File: config.mk
export PLATFORM = sky130hd
export DESIGN_NAME = ghms_div
export DESIGN_NICKNAME = d
export VERILOG_FILES = /design/src/ghms_pkg.sv /design/src/ghms_div.sv
export SDC_FILE = /design/constraint.sdc
export NUM_CORES = 1
export LEC_CHECK = 0
export BUFFER_PORTS_ARGS = -buffer_cell sky130_fd_sc_hd__buf_2
export CAP_MARGIN = 10
export CORE_MARGIN = 4
export CORE_UTILIZATION = 49
export CTS_CLUSTER_DIAMETER = 50
export CTS_CLUSTER_SIZE = 28
export DETAILED_ROUTE_END_ITERATION = 8
export GPL_TIMING_DRIVEN = 0
export PLACE_DENSITY = 0.72
export SYNTH_ARGS = -nofsm -noshare
export SYNTH_HDL_FRONTEND = slang
export SYNTH_SLANG_ARGS = --single-unit
File: constraint.sdc
create_clock -name clk -period 3.2 [get_ports clk]
set_clock_uncertainty 0.05 [all_clocks]
set_input_delay 0.32 -clock clk [delete_from_list [all_inputs] [get_ports clk]]
set_output_delay 0.32 -clock clk [all_outputs]
set_load 0.02 [all_outputs]
File: src/ghms_pkg.sv
`timescale 1ns / 1ps
// ----------------------------------------------------------------------------
// Grouped histogram statistics package
// Shared widths, constants and request/response types for the divider and
// square-root units.
// ----------------------------------------------------------------------------
package ghms_pkg;

	localparam int BIN_W       = 13;
	localparam int CNT_W       = 24;
	localparam int Z_W         = 6;
	localparam int Q_W         = 24;
	localparam int CFG_W       = 16;
	localparam int TOT_W       = 32;
	localparam int WS_W        = 40;
	localparam int SQ_W        = 48;
	localparam int NUM_W       = 64;
	localparam int DEN_W       = 39;
	localparam int ROOT_W      = 32;
	localparam int RES_W       = 6;
	localparam int MAX_RESULTS = 63;
	localparam int DIV_STEPS   = 64;
	localparam int SQRT_STEPS  = 32;
	localparam logic [CFG_W-1:0] MIN_TOTAL_RST = 16'd10;

	typedef struct packed {
		logic             go;
		logic [NUM_W-1:0] num;
		logic [DEN_W-1:0] den;
	} div_req_t;

	typedef struct packed {
		logic             done;
		logic [NUM_W-1:0] quo;
	} div_rsp_t;

	typedef struct packed {
		logic             go;
		logic [NUM_W-1:0] x;
	} sqrt_req_t;

	typedef struct packed {
		logic              done;
		logic [ROOT_W-1:0] root;
	} sqrt_rsp_t;

endpackage

File: src/ghms_div.sv
`timescale 1ns / 1ps
// ----------------------------------------------------------------------------
// Iterative divider
// Restoring division, one quotient bit per cycle over the full numerator.
// ----------------------------------------------------------------------------
module ghms_div (
	input  logic              clk,
	input  logic              arst_n,
	input  ghms_pkg::div_req_t req,
	output ghms_pkg::div_rsp_t rsp
);
	import ghms_pkg::*;

	localparam int CW = $clog2(DIV_STEPS + 1);

	logic [DEN_W-1:0] rem_q;
	logic [NUM_W-1:0] quo_q;
	logic [DEN_W-1:0] den_q;
	logic [CW-1:0]    cnt_q;
	logic             run_q;
	logic             done_q;
	logic [DEN_W:0]   rem_sh;
	logic             ge;

	assign rem_sh = {rem_q, quo_q[NUM_W-1]};
	assign ge     = rem_sh >= {1'b0, den_q};

	always_ff @(posedge clk or negedge arst_n) begin
		if (!arst_n) begin
			run_q  <= 1'b0;
			done_q <= 1'b0;
			cnt_q  <= '0;
		end else begin
			done_q <= 1'b0;
			if (req.go) begin
				run_q <= 1'b1;
				cnt_q <= CW'(DIV_STEPS);
			end else if (run_q) begin
				cnt_q <= cnt_q - CW'(1);
				if (cnt_q == CW'(1)) begin
					run_q  <= 1'b0;
					done_q <= 1'b1;
				end
			end
		end
	end

	always_ff @(posedge clk) begin
		if (req.go) begin
			rem_q <= '0;
			quo_q <= req.num;
			den_q <= req.den;
		end else if (run_q) begin
			rem_q <= ge ? DEN_W'(rem_sh - {1'b0, den_q}) : rem_sh[DEN_W-1:0];
			quo_q <= {quo_q[NUM_W-2:0], ge};
		end
	end

	assign rsp.done = done_q;
	assign rsp.quo  = quo_q;

endmodule

==> flow_summary.json <==
{
  "setup_slack_ns": 0.1521,
  "synth_edf_count": 103,
  "design_area_mm2": 0.01032,
  "synth_area_leaders": "edfxtp_1, dfxtp_1, mux2_2",
  "dp_hpwl_mm": 15.68,
  "ys_warn_count": 0,
  "grt_overflow_total": 0,
  "grtUsageTotal": 0.2226,
  "finalSetupViolations": 0,
  "nFillCells": 1414,
  "p_per_area_mw_per_mm2": 770.3,
  "layout-drive-gt1-share": 0.2971,
  "rsz0062_at_grt": "false",
  "mostFrequentLayoutCell": "buf_2",
  "ant_nets": 0,
  "areaGrowthSynthToFinish_pct": 22.60,
  "fp-row-count": 47,
  "nets": 1155,
  "die-area_mm2": 0.01933,
  "period_minus_slack_ns": 3.048,
  "hold_path_depth": 1,
  "leakagePower_uw": 0.004456,
  "clock_sinks": 151,
  "vias": 6753,
  "clk_latency_ns": 0.43,
  "viasPerCell": 5.446,
  "hold_viol_final": 0,
  "pin_count": 171,
  "async_flop_share": 0.05960,
  "synth_top_flop_cell": "edfxtp_1",
  "numCtsBuffers": 17,
  "max_freq_mhz": 328.1,
  "h-tree-depth": 4,
  "synth_cell_types": 65,
  "gp_congestion": 0.9309,
  "status": "finished, final reports clean",
  "antenna_found_initial": 0,
  "critical_path.max_fanout": 10,
  "syn_nets": 951,
  "grt_max_degree": 41,
  "cp_slowest_cell": "edfxtp_1",
  "place_ws_ns": -0.07371,
  "crit_chain": "inv_1, ha_1, fa_1, nor2b_4, o311a_4, o211ai_4, a21oi_4, o2111ai_2, nand4_2, buf_2, mux2_2",
  "crit_path_end_kind": "register",
  "clk_path_buf_depth": 2,
  "path_clk_slew_ns": 0.06,
  "utilization": 0.6177,
  "crit_path_max_incr_delay_ns": 0.42,
  "worstPathArrival_ns": 3.17,
  "start_kind": "register",
  "ir_drop_mv": 0.4432,
  "die_h_um": 139.0,
  "cts_tree": "yes",
  "layout_common_cells": "buf_2, edfxtp_1, nand2_1",
  "period_share": 0.9525,
  "ff2ff_path_depth": 11,
  "drc": 0,
  "drtPass1Iterations": 4,
  "grt_pass1_vias": 6781,
  "final-max-slew-violation-count": 0,
  "ys_ff_latch": 151,
  "yosysTopAreaCellShare": 0.3676,
  "start_util": 0.5038,
  "maxCapViolCount": 0,
  "diodes": 0,
  "ys_seq_area_frac": 0.4871,
  "wl_per_cell_um": 17.20,
  "routed_wl_mm": 21.33,
  "tightest_slew_ns": 0.9254,
  "die_w_um": 139.0,
  "syn_avg_cell_area_um2": 10.48,
  "holdCritPathClass": "primary input to register",
  "drt_iter0_drc": 565,
  "synth.largest_area_cell": "edfxtp_1",
  "syn_inst": 803,
  "coreArea_mm2": 0.01670,
  "cp.required_ns": 3.32,
  "maxSlewHeadroom": 0.3831,
  "port_buffers": 170,
  "cts-root-buf": "clkbuf_16",
  "grt_pass1_wl_mm": 34.82,
  "worstSetupPathType": "register to register",
  "placed_area_mm2": 0.009560,
  "syn_area_mm2": 0.008414
}
## area by class of cell
class	count	area, um^2	area share
sequential	151	4099	0.3973
multi-input combinational	561	3968	0.3846
timing repair buffer	185	1008	0.09776
clock buffer	20	436.7	0.04233
tap	220	275.3	0.02668
inverter	52	195.2	0.01892
buffer	39	188.9	0.01831
clock inverter	12	145.1	0.01407
## registers in the layout (all words and copies together), names as in the netlist
register / count
quo_q: 64
den_q: 39
rem_q: 39
cnt_q: 7
done_q: 1
run_q: 1
## per-layer routing
layer	global-route usage	routed length (um)	vias up
met5	0	0	-
met4	0.06849	386	0
met3	0.07069	1456	38
met2	0.3641	10120	193
met1	0.2838	9365	3197
li1	-	-	3325
## path summary, 6_finish.rpt
path                       slack, ns   endpoint      start
setup / recovery                0.15   quo_q[0]  quo_q[63]
hold / removal                  0.02  den_q[27]    req[27]
setup reg to reg                0.15   quo_q[0]  quo_q[63]
hold reg to reg                 0.45   rem_q[2]   rem_q[2]
max in group asynchronous       2.66   cnt_q[5]     arst_n
min in group asynchronous       0.26     done_q     arst_n
## cell families after synthesis
family / Yosys count / share of synthesized area
XOR/XNOR: 34 / 0.03539
multiplexers: 73 / 0.09725
buffers and inverters: 91 / 0.04431
adder cells (fa/ha/maj): 42 / 0.06335
AO/OA/AOI/OAI: 173 / 0.1447
AND/OR/NAND/NOR: 239 / 0.1279
flip-flops: 151 / 0.4871
## synth_stat cells, types with 13 or more instances
master,n
nand3_1,13
inv_1,52
edfxtp_1,103
a311oi_1,26
xnor2_1,18
mux2_2,66
o21ai_0,32
ha_1,41
a21oi_1,41
clkbuf_1,26
dfxtp_1,39
xor2_1,16
nor2_1,70
nand2_1,96
## power by group
part           internal [uW]  switching [uW]
registers               2490             265
logic                   1300            1900
clock network           1160             831
## stage by stage
stage               std cells  hold slack, ns  power (uW)  TNS (ns)
global route             1240       0.0001731        8466         0
detailed placement       1194          0.1330        5872    -1.050
floorplan                 803        -0.02559        5054         0
finish                   1240         0.01893        7947         0
global placement         1193          0.1309        5825    -68.99
CTS                      1231       0.0004645        7907         0
## critical path, delay by kind of cell, from the launching register on
family	cells	cell delay, ns
simple gates	2	0.30
fa+ha+maj	2	0.43
buf+inv	2	0.37
flops	1	0.42
compound gates	4	0.94
mux	1	0.28
## repair_timing
item                       CTS  global route
hold buffers                 5             8
hold endpoints to repair    13             8
gates resized for setup      1             8
buffers inserted             0             1
pin swaps                    0             1
setup endpoints to repair   10            33
cloned                       0             0
(Power assumes the default switching activity.)
