<file path="config.mk">
export PLATFORM = sky130hd
export DESIGN_NAME = ghms_sqrt
export DESIGN_NICKNAME = d
export VERILOG_FILES = /design/src/ghms_pkg.sv /design/src/ghms_sqrt.sv
export SDC_FILE = /design/constraint.sdc
export NUM_CORES = 1
export LEC_CHECK = 0
export BUFFER_PORTS_ARGS = -buffer_cell sky130_fd_sc_hd__buf_2
export CAP_MARGIN = 20
export CELL_PAD_IN_SITES_DETAIL_PLACEMENT = 0
export CELL_PAD_IN_SITES_GLOBAL_PLACEMENT = 1
export CORE_MARGIN = 2
export CORE_UTILIZATION = 40
export CTS_CLUSTER_SIZE = 30
export DETAILED_ROUTE_END_ITERATION = 10
export PLACE_DENSITY_LB_ADDON = 0.1
export RECOVER_POWER = 100
export SYNTH_ARGS = -nofsm -noshare
export SYNTH_HDL_FRONTEND = slang
export SYNTH_SLANG_ARGS = --single-unit
</file>
<file path="constraint.sdc">
create_clock -name clk -period 6.2 [get_ports clk]
set_input_delay 0 -clock clk [delete_from_list [all_inputs] [get_ports clk]]
set_output_delay 0 -clock clk [all_outputs]
set_load 0.01 [all_outputs]
</file>
<file path="src/ghms_pkg.sv">
`timescale 1ns / 1ps
// ----------------------------------------------------------------------------
// Grouped histogram statistics package
// Shared widths, constants and request/response types for the divider and
// square-root units.
// ----------------------------------------------------------------------------
package ghms_pkg;

	localparam int BIN_W       = 13;
	localparam int CNT_W       = 24;
	localparam int Z_W         = 6;
	localparam int Q_W         = 24;
	localparam int CFG_W       = 16;
	localparam int TOT_W       = 32;
	localparam int WS_W        = 40;
	localparam int SQ_W        = 48;
	localparam int NUM_W       = 64;
	localparam int DEN_W       = 39;
	localparam int ROOT_W      = 32;
	localparam int RES_W       = 6;
	localparam int MAX_RESULTS = 63;
	localparam int DIV_STEPS   = 64;
	localparam int SQRT_STEPS  = 32;
	localparam logic [CFG_W-1:0] MIN_TOTAL_RST = 16'd10;

	typedef struct packed {
		logic             go;
		logic [NUM_W-1:0] num;
		logic [DEN_W-1:0] den;
	} div_req_t;

	typedef struct packed {
		logic             done;
		logic [NUM_W-1:0] quo;
	} div_rsp_t;

	typedef struct packed {
		logic             go;
		logic [NUM_W-1:0] x;
	} sqrt_req_t;

	typedef struct packed {
		logic              done;
		logic [ROOT_W-1:0] root;
	} sqrt_rsp_t;

endpackage

</file>
<file path="src/ghms_sqrt.sv">
`timescale 1ns / 1ps
// ----------------------------------------------------------------------------
// Iterative square root
// Digit-by-digit integer square root, one result bit per cycle.
// ----------------------------------------------------------------------------
module ghms_sqrt (
	input  logic               clk,
	input  logic               arst_n,
	input  ghms_pkg::sqrt_req_t req,
	output ghms_pkg::sqrt_rsp_t rsp
);
	import ghms_pkg::*;

	localparam int CW  = $clog2(SQRT_STEPS + 1);
	localparam int RMW = ROOT_W + 2;

	logic [NUM_W-1:0]  x_q;
	logic [RMW-1:0]    rem_q;
	logic [ROOT_W-1:0] root_q;
	logic [CW-1:0]     cnt_q;
	logic              run_q;
	logic              done_q;
	logic [RMW+1:0]    rem_sh;
	logic [RMW+1:0]    trial;
	logic              ge;

	assign rem_sh = {rem_q, x_q[NUM_W-1:NUM_W-2]};
	assign trial  = {2'b00, root_q, 2'b01};
	assign ge     = rem_sh >= trial;

	always_ff @(posedge clk or negedge arst_n) begin
		if (!arst_n) begin
			run_q  <= 1'b0;
			done_q <= 1'b0;
			cnt_q  <= '0;
		end else begin
			done_q <= 1'b0;
			if (req.go) begin
				run_q <= 1'b1;
				cnt_q <= CW'(SQRT_STEPS);
			end else if (run_q) begin
				cnt_q <= cnt_q - CW'(1);
				if (cnt_q == CW'(1)) begin
					run_q  <= 1'b0;
					done_q <= 1'b1;
				end
			end
		end
	end

	always_ff @(posedge clk) begin
		if (req.go) begin
			x_q    <= req.x;
			rem_q  <= '0;
			root_q <= '0;
		end else if (run_q) begin
			x_q    <= {x_q[NUM_W-3:0], 2'b00};
			rem_q  <= ge ? RMW'(rem_sh - trial) : rem_sh[RMW-1:0];
			root_q <= {root_q[ROOT_W-2:0], ge};
		end
	end

	assign rsp.done = done_q;
	assign rsp.root = root_q;

endmodule

</file>
==> results.ini <==
[outcome]
outcome=finished, violations left
violations=max-capacitance violations, max-slew violations

[setup_path]
timing.rr.end=rem_q[30]
critPathRequiredTime_ns=6.35
crit_start=root_q[3]
reg2regPathDepth=10
path_max_fanout=35
r2r-start=root_q[3]
arrival_ns=4.59
cp-start-kind=flip-flop
critPathCapture=rem_q[30]
reg2reg_slack_ns=1.77
critPathCaptureType=flip-flop
crit_type=reg2reg

[routing]
num_vias=6012
wl_met3_um=657
top_layer=met4
wl_um=17500
first_pass_iters=4
wl_per_cell_um=14.8
vias_per_cell=5.08
wl_met2_um=8490
drtIter0Drc=189
drc_errors=0
met1_length_um=8170
postRouteAntennaNets=0

[worst_hold_path]
whs_path_depth=3
hp-start=req[1]
hold_class=in2reg

[sta]
finalMaxSlewViolations=155
fin_crit_ns=4.43
worst_slew_pin_slew_ns=3.77
hold_slack_ns=0.408
setup_tns_ns=0
timing.final.crit_share_pct=71.5
max_freq_mhz=226
skew_ns=0.00871
final_hold_viol_count=0
grt_setup_unrepaired=false
setup_viol=0
slew_headroom_pct=-151

[logic_synthesis]
ys_ff_latch=138
synth_ff_type=dfxtp_1
synth_top_family_by_area=multiplexers
synthAdderAreaFrac_pct=5.81
synth_xor_area_share_pct=3.16
synth-edff-count=64
synth_compound_area_share_pct=14.3
yosysTopAreaCell=edfxtp_1
syn_area_um2=7750
synth_nets=869
post-synth-top-area-fraction_pct=24.8
ys_async_sr_fraction_pct=5.80
ys_top_cells_by_area=edfxtp_1, dfxtp_1, mux2_2, ha_1, mux2i_1
synth_mux_area_share_pct=15.1
synthDistinctLibCells=67
yosysSeqAreaShare_pct=44.4
syn_inst=766
syn_area_per_cell_um2=10.1
synth-simple-area-share_pct=12.3
yosysWarnings=0

[pwr]
p_per_area_nw_per_um2=462
p_total_w=0.00442
p_leak_nw=4.03
vdd.ir_drop.worst_uv=223

[floorplan]
rows=50
die_h_um=143
start_util_pct=41.2
ios=100
die_width_um=143
die-area_um2=20500
core_area_um2=18800

[job]
max_cap_violations=3

[finish]
diodes=0
drive_gt1_share_pct=18.3
syn_to_final_growth_pct=23.3
post-route-util_pct=50.7
fin_nets=1014

[clock_tree]
postCtsHoldBufs=66
cts.clk_slew.worst_paths_ns=0.07
postCtsSetupBuffers=0
cts_root_buffer=clkbuf_16
clock_path_buffers=2
insertion_delay_ns=0.42
tritoncts=built
clock-sinks=138
cts_resized=0
ctsHtreeMaxLevel=4
cts-buffers-inserted=17

[grt]
grt_pass1_wl_um=29800
grt_pass1_vias=6157
grt_start_max_net_pins=77
global_route.usage.total_pct=18.1
grt-ovfl-total=0
antenna_found_initial=0

[placed_design]
portBuffers=99
gp_congestion=0.818
place_hpwl_um=11800

-- per-stage QoR --
step | worst slack, ns | instance area (um2) | std cells
after CTS | 2.77 | 9650 | 1184
after global placement | 2.89 | 8410 | 1086
after floorplan | 3.64 | 7750 | 766
final | 1.77 | 9560 | 1184
after global routing | 1.25 | 9560 | 1184
after detailed placement | 2.78 | 8410 | 1086
-- power breakdown --
group / switching [W] / internal (W) / leakage, nW / total [W]
registers: 0.000106 / 0.00114 / 1.32 / 0.00124
logic: 0.00121 / 0.000955 / 2.43 / 0.00217
clock network: 0.000440 / 0.000569 / 0.283 / 0.00101
-- routing by layer --
layer	up-vias	global-route usage [%]
met3	16	5.30
met1	2850	22.6
li1	3048	-
met4	0	4.95
met5	-	0
met2	98	30.5
-- cell type report --
| class | count | area (um2) |
|---|---|---|
| Fill cell | 1746 | 9280 |
| Multi-Input combinational cell | 539 | 3900 |
| Sequential cell | 138 | 3440 |
| Timing Repair Buffer | 169 | 1140 |
| Clock buffer | 17 | 425 |
| Tap cell | 260 | 325 |
| Inverter | 46 | 173 |
| Clock inverter | 15 | 154 |
-- cells in the mapped netlist, types with 5 or more instances --
library cell,instances
a211oi_1,23
ha_1,36
o21a_1,5
nand4_1,10
mux2_2,64
a31oi_1,7
nor2_1,106
nor3_1,8
nor2b_1,9
o21ai_0,22
a21oi_1,46
nand2b_1,5
dfrtp_1,8
nand3_1,10
mux2i_1,45
xor2_1,10
clkbuf_1,28
and2_1,5
dfxtp_1,66
a21o_1,8
xnor2_1,18
inv_1,46
nand2_1,31
edfxtp_1,64
-- cell families (layout without fill, tap and decap cells) --
group,after synthesis,count (layout)
adders and majority gates,36,36
buffers and inverters,89,247
and+or+nand+nor,207,207
AOI/OAI and AO/OA,159,159
xor gates and xnor gates,28,28
muxes,109,109
DFF,138,138
-- critical path: stages (launching register included) --
cell and delay (ns):
dfxtp_1 0.38, inv_1 0.06, ha_1 0.37, a211oi_1 0.33, nor2_1 0.11, o31ai_1 0.33, a21oi_1 0.24, o211ai_4 0.68
clkbuf_1 1.16, or2_0 0.37, o32ai_2 0.13
-- cell usage in the layout, fill, tap and decap left out, types with 4 or more instances in the layout --
cell type / Yosys / routed
a211oi_1: 23 / 27
a21o_1: 8 / 8
a21oi_1: 46 / 47
a31oi_1: 7 / 7
and2_1: 5 / 4
and3_1: 4 / 4
buf_2: 3 / 65
clkbuf_1: 28 / 35
clkbuf_16: 0 / 17
dfrtp_1: 8 / 8
dfxtp_1: 66 / 66
dlygate4sd3_1: 0 / 66
edfxtp_1: 64 / 64
ha_1: 36 / 36
inv_1: 46 / 45
inv_6: 0 / 7
mux2_2: 64 / 62
mux2i_1: 45 / 45
nand2_1: 31 / 31
nand2b_1: 5 / 5
nand3_1: 10 / 10
nand3b_1: 4 / 4
nand4_1: 10 / 10
nor2_1: 106 / 106
nor2b_1: 9 / 9
nor3_1: 8 / 8
o21a_1: 5 / 5
o21ai_0: 22 / 22
o21bai_1: 4 / 4
xnor2_1: 18 / 18
xor2_1: 10 / 10
-- worst min path at each step --
stage | to | slack [ns]
floorplan | cnt_q[0] | -0.30
global placement | cnt_q[3] | -0.15
detailed placement | cnt_q[5] | -0.14
CTS | root_q[30] | 0.11
global route | x_q[11] | 0.40
finish | x_q[1] | 0.41
-- state kept, by name, summed over array words and instances (netlist names) --
signal	cells
root_q	32
rem_q	34
cnt_q	6
done_q	1
x_q	64
run_q	1
No activity file was read; power rests on OpenSTA's default activity.
